===== src/hw/rtl/mcgg_pkg.sv =====
// ----------------------------------------------------------------------------
// Month calendar grid generator package
// Types, constants and month tables shared by the controller and datapath.
// ----------------------------------------------------------------------------
package mcgg_pkg;

   localparam int unsigned YearWidth  = 14;
   localparam int unsigned MonthWidth = 4;
   localparam int unsigned DayWidth   = 5;

   localparam logic [YearWidth-1:0]  FirstYear  = 14'd1582;
   localparam logic [YearWidth-1:0]  LastYear   = 14'd9999;
   localparam logic [MonthWidth-1:0] FirstMonth = 4'd1;
   localparam logic [MonthWidth-1:0] LastMonth  = 4'd12;
   localparam logic [MonthWidth-1:0] February   = 4'd2;

   // Leap days counted up to the end of 1581: 395 - 15 + 3.
   localparam int unsigned LeapsBeforeFirst = 383;
   localparam int unsigned FirstWeekday     = 5;
   // Constant part of the weekday sum: first year plus prior leaps, less the
   // weekday of 1 January 1582.
   localparam logic [14:0] DayBias = 15'(1582 + LeapsBeforeFirst - FirstWeekday);

   // floor(x / 100) = (x * 5243) >> 19 for every x below 43699.
   localparam logic [12:0] Recip100 = 13'd5243;
   localparam int unsigned Shift100 = 19;
   // floor(x / 7) = (x * 18725) >> 17 for every x below 43690.
   localparam logic [14:0] Recip7 = 15'd18725;
   localparam int unsigned Shift7 = 17;

   localparam logic [5:0] GridShort  = 6'd28;
   localparam logic [5:0] GridMiddle = 6'd35;
   localparam logic [5:0] GridLong   = 6'd42;
   localparam logic [2:0] WeekLength = 3'd7;

   typedef enum logic [2:0] {
      ST_IDLE,
      ST_DIV100,
      ST_SUM,
      ST_DIV7,
      ST_SETUP,
      ST_EMIT
   } state_type;

   typedef struct packed {
      logic load;    // capture and clamp the request
      logic div100;  // century quotients
      logic sum;     // weekday sum and month length
      logic div7;    // quotient by seven
      logic setup;   // first weekday, grid size, cell counter start
      logic step;    // advance to the next cell
   } cmd_type;

   typedef struct packed {
      logic last_cell;
   } status_type;

   // Days in the months before the given one, for a common year.
   function automatic logic [8:0] days_before(input logic [MonthWidth-1:0] m);
      logic [8:0] d;
      case (m)
         4'd1:    d = 9'd0;
         4'd2:    d = 9'd31;
         4'd3:    d = 9'd59;
         4'd4:    d = 9'd90;
         4'd5:    d = 9'd120;
         4'd6:    d = 9'd151;
         4'd7:    d = 9'd181;
         4'd8:    d = 9'd212;
         4'd9:    d = 9'd243;
         4'd10:   d = 9'd273;
         4'd11:   d = 9'd304;
         4'd12:   d = 9'd334;
         default: d = 9'd0;
      endcase
      return d;
   endfunction

   // Length of the given month in a common year.
   function automatic logic [DayWidth-1:0] month_length(input logic [MonthWidth-1:0] m);
      logic [DayWidth-1:0] d;
      case (m)
         4'd2:                  d = 5'd28;
         4'd4, 4'd6, 4'd9, 4'd11: d = 5'd30;
         default:               d = 5'd31;
      endcase
      return d;
   endfunction

endpackage


===== src/hw/rtl/mcgg_ctrl.sv =====
// ----------------------------------------------------------------------------
// Month calendar grid generator controller
// Sequences the weekday calculation steps and the cell emission.
// ----------------------------------------------------------------------------
module mcgg_ctrl (
   input  logic                clock,
   input  logic                reset,
   input  logic                start,
   input  mcgg_pkg::status_type status,
   output mcgg_pkg::cmd_type    cmd,
   output logic                busy,
   output logic                strobe
);
   import mcgg_pkg::*;

   state_type state_ff;
   state_type state_in;

   always_ff @(posedge clock) begin
      if (reset) begin
         state_ff <= ST_IDLE;
      end else begin
         state_ff <= state_in;
      end
   end

   always_comb begin
      state_in = state_ff;
      case (state_ff)
         ST_IDLE: begin
            if (start) state_in = ST_DIV100;
         end
         ST_DIV100: state_in = ST_SUM;
         ST_SUM:    state_in = ST_DIV7;
         ST_DIV7:   state_in = ST_SETUP;
         ST_SETUP:  state_in = ST_EMIT;
         ST_EMIT: begin
            if (status.last_cell) state_in = ST_IDLE;
         end
         default:   state_in = ST_IDLE;
      endcase
   end

   always_comb begin
      cmd    = '0;
      busy   = 1'b1;
      strobe = 1'b0;
      case (state_ff)
         ST_IDLE: begin
            busy     = 1'b0;
            cmd.load = start;
         end
         ST_DIV100: cmd.div100 = 1'b1;
         ST_SUM:    cmd.sum    = 1'b1;
         ST_DIV7:   cmd.div7   = 1'b1;
         ST_SETUP:  cmd.setup  = 1'b1;
         ST_EMIT: begin
            cmd.step = 1'b1;
            strobe   = 1'b1;
         end
         default:   busy = 1'b1;
      endcase
   end

endmodule


===== src/hw/rtl/mcgg_dp.sv =====
// ----------------------------------------------------------------------------
// Month calendar grid generator datapath
// Clamps the request, finds the first weekday and walks the grid cells.
// ----------------------------------------------------------------------------
module mcgg_dp (
   input  logic                                  clock,
   input  mcgg_pkg::cmd_type                     cmd,
   input  logic [mcgg_pkg::YearWidth-1:0]        year,
   input  logic [mcgg_pkg::MonthWidth-1:0]       month,
   output mcgg_pkg::status_type                  status,
   output logic [mcgg_pkg::DayWidth-1:0]         day_number,
   output logic                                  end_of_week,
   output logic                                  last
);
   import mcgg_pkg::*;

   logic [YearWidth-1:0]  year_ff, year_in;
   logic [MonthWidth-1:0] month_ff, month_in;
   logic [YearWidth-1:0]  prev_year;
   logic [26:0]           prod_prev_ff, prod_year_ff;
   logic [6:0]            cent_prev, cent_year;
   logic [YearWidth-1:0]  rem100;
   logic                  leap;
   logic [14:0]           total_ff, total_in;
   logic [DayWidth-1:0]   mlen_ff, mlen_in;
   logic [29:0]           prod7_ff;
   logic [12:0]           quot7;
   logic [14:0]           rem7;
   logic [2:0]            start_ff;
   logic [5:0]            used_ff, used_in;
   logic [5:0]            count_ff, count_in;
   logic [5:0]            idx_ff;
   logic [2:0]            wk_ff;
   logic [5:0]            offset;

   // Clamp year and month into range.
   always_comb begin
      year_in = year;
      if (year < FirstYear) year_in = FirstYear;
      if (year > LastYear)  year_in = LastYear;
      month_in = month;
      if (month < FirstMonth) month_in = FirstMonth;
      if (month > LastMonth)  month_in = LastMonth;
   end

   assign prev_year = year_ff - 14'd1;
   assign cent_prev = prod_prev_ff[Shift100+6:Shift100];
   assign cent_year = prod_year_ff[Shift100+6:Shift100];

   // Leap rule: divisible by 4, and not a century unless divisible by 400.
   assign rem100 = year_ff - {1'b0, cent_year, 6'b0} - {2'b0, cent_year, 5'b0}
                   - {5'b0, cent_year, 2'b0};
   assign leap   = (year_ff[1:0] == 2'b00) &&
                   ((rem100 != '0) || (cent_year[1:0] == 2'b00));

   // Everything below is taken modulo 7 later; 365 is 1 modulo 7, so one day
   // per elapsed year stands in for a whole year.
   always_comb begin
      total_in = 15'(year_ff) + 15'(prev_year[YearWidth-1:2]) + 15'(cent_prev[6:2])
               + 15'(days_before(month_ff))
               + 15'(leap && (month_ff > February))
               - 15'(cent_prev) - DayBias;
      mlen_in  = month_length(month_ff) + DayWidth'(leap && (month_ff == February));
   end

   assign quot7 = prod7_ff[Shift7+12:Shift7];
   assign rem7  = total_ff - {quot7[11:0], 3'b0} + {2'b0, quot7};

   always_comb begin
      used_in = 6'(rem7[2:0]) + 6'(mlen_ff);
      if (used_in <= GridShort) begin
         count_in = GridShort;
      end else if (used_in <= GridMiddle) begin
         count_in = GridMiddle;
      end else begin
         count_in = GridLong;
      end
   end

   always_ff @(posedge clock) begin
      if (cmd.load) begin
         year_ff  <= year_in;
         month_ff <= month_in;
      end
      if (cmd.div100) begin
         prod_prev_ff <= 27'(prev_year) * 27'(Recip100);
         prod_year_ff <= 27'(year_ff) * 27'(Recip100);
      end
      if (cmd.sum) begin
         total_ff <= total_in;
         mlen_ff  <= mlen_in;
      end
      if (cmd.div7) begin
         prod7_ff <= 30'(total_ff) * 30'(Recip7);
      end
      if (cmd.setup) begin
         start_ff <= rem7[2:0];
         used_ff  <= used_in;
         count_ff <= count_in;
         idx_ff   <= 6'd1;
         wk_ff    <= 3'd1;
      end else if (cmd.step) begin
         idx_ff <= idx_ff + 6'd1;
         wk_ff  <= (wk_ff == WeekLength) ? 3'd1 : wk_ff + 3'd1;
      end
   end

   assign offset           = idx_ff - 6'(start_ff);
   assign day_number       = ((idx_ff > 6'(start_ff)) && (idx_ff <= used_ff)) ?
                             offset[DayWidth-1:0] : '0;
   assign end_of_week      = (wk_ff == WeekLength);
   assign last             = (idx_ff == count_ff);
   assign status.last_cell = last;

endmodule


===== src/hw/rtl/month_calendar_grid_generator.sv =====
// ----------------------------------------------------------------------------
// Month calendar grid generator
// Emits the Sunday-first day grid of one Gregorian month, one cell a cycle.
// ----------------------------------------------------------------------------
// A request is taken when start is high and busy is low. The block clamps the
// year to 1582..9999 and the month to 1..12, then finds the weekday of the
// first of the month in steps: constant-reciprocal multiplies for the century
// counts, the day sum, the reciprocal multiply by seven and forming the grid
// size. It then emits the grid on consecutive cycles, one cell per cycle with
// rsp_strobe high, 28, 35 or 42 cells.
// Busy stays high from the cycle after acceptance until the cycle after the
// cell flagged rsp_last. The receiver cannot stall: every cell is valid for
// exactly one cycle and must be taken then. Blank cells carry day number zero,
// and rsp_end_of_week marks the seventh cell of each row.
module month_calendar_grid_generator (
   input  logic                                  clock,
   input  logic                                  reset,
   input  logic                                  start,
   output logic                                  busy,
   input  logic [mcgg_pkg::YearWidth-1:0]        req_year,
   input  logic [mcgg_pkg::MonthWidth-1:0]       req_month,
   output logic                                  rsp_strobe,
   output logic [mcgg_pkg::DayWidth-1:0]         rsp_day_number,
   output logic                                  rsp_end_of_week,
   output logic                                  rsp_last
);
   import mcgg_pkg::*;

   cmd_type    cmd;
   status_type status;

   // The controller sequences the steps; it accepts a request only when idle.
   mcgg_ctrl u_ctrl (
      .clock  (clock),
      .reset  (reset),
      .start  (start),
      .status (status),
      .cmd    (cmd),
      .busy   (busy),
      .strobe (rsp_strobe)
   );

   // The datapath holds the clamped request, the weekday arithmetic and the
   // cell counter that drives the result ports.
   mcgg_dp u_dp (
      .clock       (clock),
      .cmd         (cmd),
      .year        (req_year),
      .month       (req_month),
      .status      (status),
      .day_number  (rsp_day_number),
      .end_of_week (rsp_end_of_week),
      .last        (rsp_last)
   );

endmodule


===== config.mk =====
export PLATFORM = sky130hd
export DESIGN_NAME = month_calendar_grid_generator
export DESIGN_NICKNAME = d
export VERILOG_FILES = /design/src/hw/rtl/mcgg_pkg.sv /design/src/hw/rtl/mcgg_ctrl.sv /design/src/hw/rtl/mcgg_dp.sv /design/src/hw/rtl/month_calendar_grid_generator.sv
export SDC_FILE = /design/constraint.sdc
export NUM_CORES = 1
export LEC_CHECK = 0
export BUFFER_PORTS_ARGS = -buffer_cell sky130_fd_sc_hd__buf_2
export CAP_MARGIN = 20
export CORE_ASPECT_RATIO = 1.1
export CORE_MARGIN = 10
export CORE_UTILIZATION = 50
export DETAILED_ROUTE_END_ITERATION = 8
export PLACE_DENSITY = 0.63
export SYNTH_ARGS = -nofsm -noshare
export SYNTH_HDL_FRONTEND = slang
export SYNTH_SLANG_ARGS = --single-unit

===== constraint.sdc =====
create_clock -name clock -period 17.2 [get_ports clock]
set_clock_uncertainty 0.15 [all_clocks]
set_input_delay 1.72 -clock clock [delete_from_list [all_inputs] [get_ports clock]]
set_output_delay 1.72 -clock clock [all_outputs]
set_load 0.02 [all_outputs]

# Yosys cells after proc, flatten, opt, wreduce, memory -nomap -nowiden
# Memories as Yosys holds them, arrays and structs flattened.
# Cells that the tools add are included.
# classes
mux,16
order_cmp,9
eq_ne,14
n_mul,3
n_bitwise,0
div_mod_pow,0
add_sub_neg,17
shifts,0
n_reduce_logical,13
# ops
operator,n
"multiplier 14 x 13 -> 26 bit, second input constant",2
"multiplier 15 x 15 -> 20 bit, second input constant",1
one-hot mux 3 bit (6 select lines),1
adder 14 x 12 -> 15 bit,1
adder 15 x 1 -> 15 bit,1
adder 15 x 5 -> 15 bit,1
adder 15 x 9 -> 15 bit,1
"subtractor 15 x 11 -> 15 bit, second input constant",1
subtractor 15 x 7 -> 15 bit,1
"> comparator 14 bit, second input constant",1
"less-than comparator 14 x 11 -> 1 bit, second input constant",1
2-to-1 mux 14 bit,1
nonzero test 14 bit,1
"subtractor 14 x 1 -> 14 bit, second input constant",1
subtractor 14 x 12 -> 14 bit,1
subtractor 14 x 13 -> 14 bit,1
subtractor 14 x 9 -> 14 bit,1
"equality test 3 bit, second input constant",3
2-to-1 mux 3 bit,3
"equality test 4 x 3 -> 1 bit, second input constant",2
"equality test 4 bit, second input constant",2
2-to-1 mux 4 bit,2
2-to-1 mux 1 bit,7
adder 3 x 5 -> 6 bit,1
other kinds (27),34
# word_totals
input_bits,21
mem_bits_rw,0
mem_bits_ro,144
ff_bits,137
latch_bits,0
output_inout_bits,9
n_memories,1
elab_cells,88
# memory_table
name,words,word_bits,read_ports,rd_clocked_by_memory_dff,wr,line_no,rtl
(no name shown),16,9,1,0,0,mcgg_pkg.sv:61,case (m)

# Longest topological paths before layout
# Gate-level depths: netlist of the first run.
# logic_depth
depth_word,10
depth_mapped,26
ltp_nobuf,26

# By module
# Synthesis of the first run repeated with hierarchy kept, for this count alone.
# unflattened
cells_unflattened,1381
area_unflattened_um2,14346.3
# by_module_without_submodules
module,area_each_um2,cells_per_inst,n_inst
mcgg_dp,14128.6,1355,1
mcgg_ctrl,217.7,26,1

# Least setup slack after synthesis of the first run
# Ideal clock, no wire load.
# synth_path
kind,register to register
from,reg u_dp.year_ff[2]
to,reg u_dp.prod_prev_ff[25] (data pin)
slack_ns,10.591
path_stages_with_launch,23
synth_period_minus_slack_ns,6.609
t_required_ns,16.790
path_buffers,0
setup_ns,0.260
arrival_time_ns,6.199
path_cell_list,edfxtp_1 inv_1 ha_1 a21boi_1 nand4_1 nor2_1 nand2_1 xnor2_1 inv_1 fa_1 ha_1 fa_1 fa_1 fa_1 ha_1 a21oi_1 o21ai_1 a211oi_1 a221o_1 nand3_1 or4_1 a31oi_1 xnor2_1
# synth_via
elab_chain_len,2
# synth_rtl
item,line_no,rtl
start: declaration,mcgg_dp.sv:17,"logic [YearWidth-1:0] year_ff, year_in;"
start signal: assignment,mcgg_dp.sv:82,year_ff <= year_in;
subtractor 14 x 1 -> 14 bit,mcgg_dp.sv:46,assign prev_year = year_ff - 14'd1;
multiplier 14 x 13 -> 26 bit,mcgg_dp.sv:86,prod_prev_ff <= 27'(prev_year) * 27'(Recip100);
end signal: assignment,mcgg_dp.sv:86,
end: declaration,mcgg_dp.sv:20,"logic [26:0] prod_prev_ff, prod_year_ff;"
# Every way passes these cells.
# A chain may end at the register's enable or synchronous reset.

# Worst setup path after layout of the first run
# Same ends and word-level chain as after synthesis.

==> flow_summary.ini, run 1 <==
[outcome]
status = complete, no violations

[logic_synthesis]
yosysUniqueCellTypes = 58
synthArstFlopShare_pct = 0
synthCells = 1379
syn_area_um2 = 14100
synth.yosys.seq_area_share_pct = 15.7
ys.flop_type = edfxtp_1
avgSynthCellArea_um2 = 10.3
yosys_warnings = 0
synthesis.nets = 1934
ys_ff_latch = 78
synth_edf_count = 66

[clock_network]
path_clk_slew_ns = 0.07
cts_resized = 0
clkSinkCount = 78
tritoncts = done
cts_inserted_buffers = 9
clock_insertion_delay_worst_skew_ns = 0.35
cts_root_buffer = clkbuf_16
postCtsSetupBuffers = 0
clockBufferDepth = 2
cts-hold-fix-buffers = 0
htree_levels = 3

[worst_setup_path]
crit_type = reg2reg
slowest_delay_ns = 0.60
regToRegEndpoint = u_dp.prod_prev_ff[25]
crit_top_cell = fa_1
rrSetupSlack_ns = 9.93
cp_top_family = adder cells
path_buf_inv = 2
critPathMaxFanout = 10
worst-r2r-cell-count = 22
r2r_start = u_dp.year_ff[2]
cp_cell_sequence = inv_1 -> ha_1 -> a21boi_1 -> nand4_1 -> nor2_1 -> nand2_1 -> xnor2_1 -> inv_1 -> fa_1 -> ha_1 -> fa_1 -> fa_1 -> fa_1 -> ha_1 -> a21oi_1 -> o21ai_1 -> a211oi_1 -> a221o_1 -> nand3_1 -> or4_1 -> a31oi_1 -> xnor2_1
worstPathRequired_ns = 17.14
cp-end-kind = register
arrival_ns = 7.21
startpoint_type = register
cp_slowest_cell = edfxtp_1

[worst_hold_path]
hold_end = u_dp.wk_ff[1]
min_path_type = reg2reg
min_delay_path_depth = 2
hp-start = u_dp.wk_ff[1]

[routing]
ant_nets = 0
vias = 9119
routedWlPerCell_um = 15.9
first_pass_iters = 4
drtIter0Drc = 394
drc = 0
via_per_inst = 5.12
wirelength_um = 28300

[place]
dp_hpwl_um = 25100
routabilityCongestion = 0.887
io_buffers = 29

[floorplan]
num_io_pins = 30
fp-row-count = 64
die_area_um2 = 35400
coreArea_um2 = 27900
die_height_um = 196
initial_core_util_pct = 50.7
fp.dieW_um = 180

[global_route]
grt_max_degree = 19
grt_util_all_layers_pct = 17.0
grt_pass1_vias = 10100
grt_pass1_wl_um = 49100
antenna_found_initial = 0
overflow = 0

[timing]
drv_slew = 0
tightest_slew_ns = 0.979
timing.slew.headroom_pct = 34.5
period_share_pct = 42.3
rsz0062_at_grt = no
fin_crit_ns = 7.27
timing_hold_violations_final = 0
fmax_mhz = 138
finalSetupViolCount = 0
fin_tns_setup_ns = 0

[layout]
area_growth_syn_to_layout_pct = 6.33
layout-drive-gt1-share_pct = 4.45
nNetsFinal = 1967
nFillCells = 2512
diodes = 0

[job]
drv_cap = 0
state kept, by name, summed over array words and instances, names as in the netlist:
signal / count
u_dp.wk_ff: 3
u_dp.idx_ff: 6
u_dp.used_ff: 6
u_dp.prod_prev_ff: 7
u_dp.mlen_ff: 3
u_dp.prod_year_ff: 7
u_dp.month_ff: 4
u_ctrl.state_ff: 3
u_dp.total_ff: 15
u_dp.start_ff: 3
u_dp.year_ff: 14
u_dp.prod7_ff: 3
u_dp.count_ff: 4
cell families after synthesis:
family / Yosys count / synth area share (%)
DFF: 78 / 15.7
adders and majority gates: 534 / 57.2
muxes: 5 / 0.363
xor gates and xnor gates: 65 / 4.03
AOI/OAI and AO/OA: 139 / 6.36
buffers and inverters: 374 / 9.93
and+or+nand+nor: 184 / 6.39
cell type report:
cell class              count  area (um^2)  share of cell area [%]
clock buffers              10          229                    1.52
clock inverters             6         70.1                   0.466
inverters                 363         1360                    9.07
multi-input cells         927        10500                    70.0
flip-flops and latches     78         2220                    14.8
well taps                 363          454                    3.02
repair buffers             33          175                    1.17
synth_stat cells, drive strengths merged (7+ instances only):
| cell type | number | share of area [%] |
|---|---|---|
| edfxtp | 66 | 14 |
| a21oi | 35 | 1.3 |
| inv | 363 | 9.6 |
| dfxtp | 12 | 1.7 |
| a21o | 11 | 0.58 |
| nand4 | 7 | 0.31 |
| xor2 | 13 | 0.81 |
| nor3 | 17 | 0.60 |
| a31oi | 7 | 0.35 |
| fa | 187 | 26 |
| nor2 | 41 | 1.1 |
| clkbuf | 11 | 0.29 |
| nand2 | 46 | 1.2 |
| ha | 347 | 31 |
| nor2b | 9 | 0.40 |
| o21a | 13 | 0.69 |
| xnor2 | 52 | 3.2 |
| o21ai | 35 | 1.3 |
| and3 | 15 | 0.66 |
| or2 | 7 | 0.31 |
| nand2b | 7 | 0.31 |
| nand3 | 17 | 0.60 |
metrics by stage:
stage	instance area, um^2	hold slack, ns	setup WS (ns)	cells	utilization (%)
after floorplan	14100	0.279	10.59	1379	-
after global placement	14700	0.293	10.13	1764	52.9
after detailed placement	14700	0.298	9.87	1764	52.9
after CTS	15000	0.314	9.90	1780	53.9
after global routing	15000	0.338	9.30	1780	53.9
final	15000	0.312	9.93	1780	53.9
cell usage in the layout (no fill, tap or decap), types with 29 or more instances in the layout:
| cell | netlist | layout |
|---|---|---|
| a21oi_1 | 34 | 34 |
| buf_2 | 0 | 29 |
| edfxtp_1 | 66 | 66 |
| fa_1 | 187 | 187 |
| ha_1 | 347 | 347 |
| inv_1 | 363 | 363 |
| nand2_1 | 46 | 46 |
| nor2_1 | 41 | 40 |
| o21ai_0 | 30 | 30 |
| xnor2_1 | 52 | 52 |
worst reg2reg max path, delay by kind of cell, from the launching register on:
| family | cells | cell delay [ns] |
|---|---|---|
| AND/OR/NAND/NOR | 5 | 1.05 |
| XOR/XNOR | 2 | 0.51 |
| AO/OA/AOI/OAI | 6 | 1.24 |
| adder cells (fa/ha/maj) | 7 | 2.91 |
| flip-flops | 1 | 0.60 |
| buffers and inverters | 2 | 0.57 |
metal layers:
metal / part of all wire [%] / vias to the layer above / track usage [%]
met2: 52 / 89 / 31.8
met1: 45 / 4482 / 20.4
met5: 0 / - / 0
li1: - / 4530 / -
met4: 1.2 / 0 / 3.56
met3: 1.9 / 18 / 2.11
how the worst max path moves through the flow:
| stage | depth (start not counted) | slack, ns | to | start |
|---|---|---|---|---|
| floorplan | 22 | 10.59 | u_dp.prod_prev_ff[25] | u_dp.year_ff[2] |
| global placement | 22 | 10.13 | u_dp.prod_prev_ff[25] | u_dp.year_ff[2] |
| detailed placement | 22 | 9.87 | u_dp.prod_prev_ff[25] | u_dp.year_ff[2] |
| CTS | 22 | 9.90 | u_dp.prod_prev_ff[25] | u_dp.year_ff[2] |
| global route | 22 | 9.30 | u_dp.prod_prev_ff[25] | u_dp.year_ff[2] |
| finish | 22 | 9.93 | u_dp.prod_prev_ff[25] | u_dp.year_ff[2] |
Power of run 1 is left out: the tool's default activity adds up to more than one toggle a clock period on the data nets, which glitch-free logic cannot reach.
==> run 2: changes to the inputs <==
clock period = 7.1 ns   (was 17.2 ns; I/O delays follow)
==> flow_summary.ini, run 2 (synthesis results as in run 1) <==
[global_route]
grt_pass1_vias = 9890
grt_max_degree = 19
grt_util_all_layers_pct = 16.5
overflow = 0
antenna_found_initial = 0
grt_pass1_wl_um = 47800

[floorplan]
die_height_um = 196
die_area_um2 = 35400
fp-row-count = 64
initial_core_util_pct = 50.7
num_io_pins = 30
coreArea_um2 = 27900
fp.dieW_um = 180

[layout]
area_growth_syn_to_layout_pct = 7.18
layout_common_cells = 363 x inv_1, 347 x ha_1, 187 x fa_1
final_util_pct = 54.4
nFillCells = 2546
mostFrequentLayoutCell = inv_1
largest_reg_flops = 15
diodes = 0
layout-drive-gt1-share_pct = 5.72
nNetsFinal = 1984
largest-register = u_dp.total_ff
top_regs = u_dp.total_ff (15), u_dp.year_ff (14)

[worst_setup_path]
arrival_ns = 6.55
startpoint_type = register
critPathMaxFanout = 7
crit_type = reg2reg
cp-end-kind = register
worstPathRequired_ns = 7.05

[worst_hold_path]
min_path_type = reg2reg

[place]
dp_hpwl_um = 25000
routabilityCongestion = 0.897
io_buffers = 29

[routing]
wirelength_um = 27800
drc = 0
first_pass_iters = 5
routedWlPerCell_um = 15.5
ant_nets = 0
drtIter0Drc = 280
via_per_inst = 5.05
vias = 9071

[timing]
timing_hold_violations_final = 0
drv_slew = 0
fin_crit_ns = 6.60
tightest_slew_ns = 0.909
rsz0062_at_grt = no
period_share_pct = 92.9
timing.slew.headroom_pct = 39.2
fin_tns_setup_ns = 0
fmax_mhz = 152
finalSetupViolCount = 0

[clock_network]
clkSinkCount = 78
clock_insertion_delay_worst_skew_ns = 0.35
htree_levels = 3
cts_root_buffer = clkbuf_16
path_clk_slew_ns = 0.07
tritoncts = done
clockBufferDepth = 2
cts-hold-fix-buffers = 0
cts_inserted_buffers = 9

[outcome]
status = complete, no violations

[job]
drv_cap = 0
run 2: cell count changes in the layout (fill, tap and decap cells not counted), moves of 2 or more:
cell      previous run  this run
inv_6                1         3
buf_4                4        21
inv_4                0         2
clkinv_4             3         1
run 2: worst paths after layout:
check        cells past startpoint               endpoint             from  slack (ns)
min reg2reg                      2          u_dp.wk_ff[2]    u_dp.wk_ff[2]        0.31
max reg2reg                     22  u_dp.prod_prev_ff[25]  u_dp.year_ff[4]        0.50
max                             22  u_dp.prod_prev_ff[25]  u_dp.year_ff[4]        0.50
min                              2          u_dp.wk_ff[2]    u_dp.wk_ff[2]        0.31
run 2: cell type report:
type | instances | area [um^2] | share of cell area [%]
well taps | 363 | 454 | 3.00
repair buffers | 50 | 303 | 2.00
multi-input cells | 927 | 10500 | 69.5
clock buffers | 9 | 225 | 1.49
flip-flops and latches | 78 | 2220 | 14.7
clock inverters | 7 | 58.8 | 0.388
inverters | 363 | 1360 | 8.99
run 2: metal layers:
metal	global-route usage [%]	wire [um]
met4	4.19	474
met1	19.7	12200
met2	30.9	14500
met5	0	0
met3	1.83	525
run 2: repair_timing:
item,in CTS,in global routing
setup endpoints to repair,0,2
setup buffers,0,0
gates resized for setup,0,1
run 2: worst max-delay path, cell delays in order, from the launching register on:
cell and delay (ns):
edfxtp_1 0.54, inv_1 0.24, ha_1 0.26, and3_1 0.21, xnor2_1 0.57, inv_1 0.22, fa_1 0.56, inv_1 0.05
ha_1 0.28, ha_1 0.27, inv_1 0.06, fa_1 0.51, fa_1 0.55, inv_1 0.05, ha_1 0.20, nor3_1 0.17
o21ai_1 0.09, a211oi_1 0.30, a221o_1 0.20, nand3_1 0.13, or4_1 0.45, a31oi_1 0.21, xnor2_1 0.08
run 2: metrics by stage:
step / hold slack, ns / cells / worst slack, ns / instance area (um^2)
after CTS: 0.316 / 1797 / 0.324 / 15100
after detailed placement: 0.301 / 1781 / 0.346 / 14900
final: 0.310 / 1797 / 0.503 / 15100
after global routing: 0.342 / 1797 / 0.00452 / 15100
after global placement: 0.292 / 1781 / 0.420 / 14900
after floorplan: 0.279 / 1379 / 0.491 / 14100
Power of run 2 is left out for the same reason.
==> run 3: changes to the inputs <==
BUFFER_PORTS_ARGS = unset   (was -buffer_cell sky130_fd_sc_hd__buf_2)
DONT_BUFFER_PORTS = 1   (was unset)
PLACE_DENSITY = 0.62   (was 0.63)
clock period = 8.3 ns   (was 7.1 ns; I/O delays follow)
==> flow_summary.ini, run 3 (synthesis results as in run 1) <==
[clock_network]
cts_root_buffer = clkbuf_16
cts_resized = 0
clock_insertion_delay_worst_skew_ns = 0.34
cts-hold-fix-buffers = 0
clockBufferDepth = 2
clkSinkCount = 78
postCtsSetupBuffers = 0
path_clk_slew_ns = 0.07
cts_inserted_buffers = 9
tritoncts = done
htree_levels = 3

[layout]
nFillCells = 2522
top_regs = u_dp.total_ff (15), u_dp.year_ff (14)
postLayoutCellArea_um2 = 14900
mostFrequentLayoutCell = inv_1
multi_input_area_um2 = 10500
layout_common_cells = 363 x inv_1, 347 x ha_1, 187 x fa_1
nNetsFinal = 1943
largest_reg_flops = 15
diodes = 0
regArea_um2 = 2220
largest-register = u_dp.total_ff
layout-drive-gt1-share_pct = 2.87
area_growth_syn_to_layout_pct = 5.51

[timing]
drv_slew = 0
fmax_mhz = 135
fin_tns_setup_ns = 0
timing.slew.headroom_pct = 31.8
timing_hold_violations_final = 0
fin_crit_ns = 7.42
rsz0062_at_grt = no
period_share_pct = 89.4
tightest_slew_ns = 1.02
finalSetupViolCount = 0

[floorplan]
num_io_pins = 30
die_area_um2 = 35400
initial_core_util_pct = 50.7
coreArea_um2 = 27900
die_height_um = 196
fp-row-count = 64
fp.dieW_um = 180

[global_route]
grt_pass1_vias = 9742
grt_pass1_wl_um = 47700
antenna_found_initial = 0
overflow = 0
grt_max_degree = 19
grt_util_all_layers_pct = 16.5

[routing]
first_pass_iters = 4
ant_nets = 0
vias = 8947
via_per_inst = 5.10
drtIter0Drc = 311
wirelength_um = 28000
drc = 0
routedWlPerCell_um = 15.9

[place]
routabilityCongestion = 0.869
dp_hpwl_um = 25000
io_buffers = 0
place_area_um2 = 14600

[worst_setup_path]
crit_type = reg2reg
arrival_ns = 7.36
worstPathRequired_ns = 8.24
startpoint_type = register
cp-end-kind = register
critPathMaxFanout = 10

[job]
drv_cap = 0

[outcome]
status = complete, no violations

[worst_hold_path]
min_path_type = reg2reg
==> run 3: path summary, 6_finish.rpt <==
kind	startpoint	to	slack (ns)	depth (start not counted)
max reg2reg	u_dp.year_ff[2]	u_dp.prod_prev_ff[25]	0.88	22
min reg2reg	u_dp.wk_ff[1]	u_dp.wk_ff[1]	0.31	2
max	u_dp.year_ff[2]	u_dp.prod_prev_ff[25]	0.88	22
min	u_dp.wk_ff[1]	u_dp.wk_ff[1]	0.31	2
==> run 3: per-layer routing <==
metal / up-vias / global-route usage [%] / wire, um
met5: - / 0 / 0
met3: 34 / 2.78 / 958
met2: 106 / 29.8 / 14200
met1: 4324 / 19.8 / 12100
met4: 0 / 4.83 / 735
li1: 4483 / - / -
==> run 3: per-stage QoR <==
stage	hold WS (ns)	setup WS (ns)	instances	utilization [%]
3_5_place_dp	0.300	0.845	1739	52.4
4_1_cts	0.318	0.825	1755	53.5
5_1_grt	0.339	0.273	1756	53.5
2_1_floorplan	0.279	1.69	1379	-
6_report	0.310	0.877	1756	53.5
3_3_place_gp	0.291	1.12	1739	52.4
==> run 3: area by class of cell <==
class                           count  area share, %
Clock inverter                      7          0.394
Inverter                          363           9.14
Clock buffer                        9           1.51
Sequential cell                    78           14.9
Tap cell                          363           3.05
Timing Repair Buffer                9          0.503
Multi-Input combinational cell    927           70.5
==> run 3: critical path, stage by stage (launching register included) <==
cell and delay [ns]:
edfxtp_1 0.60, inv_1 0.25, ha_1 0.24, a21boi_1 0.35, nand4_1 0.22, nor2_1 0.20
nand2_1 0.09, xnor2_1 0.47, inv_1 0.32, fa_1 0.56, ha_1 0.33, fa_1 0.46
fa_1 0.52, fa_1 0.49, ha_1 0.34, a21oi_1 0.12, o21ai_1 0.11, a211oi_1 0.26
a221o_1 0.22, nand3_1 0.12, or4_1 0.44, a31oi_1 0.22, xnor2_1 0.08
Power of run 3 is left out for the same reason.
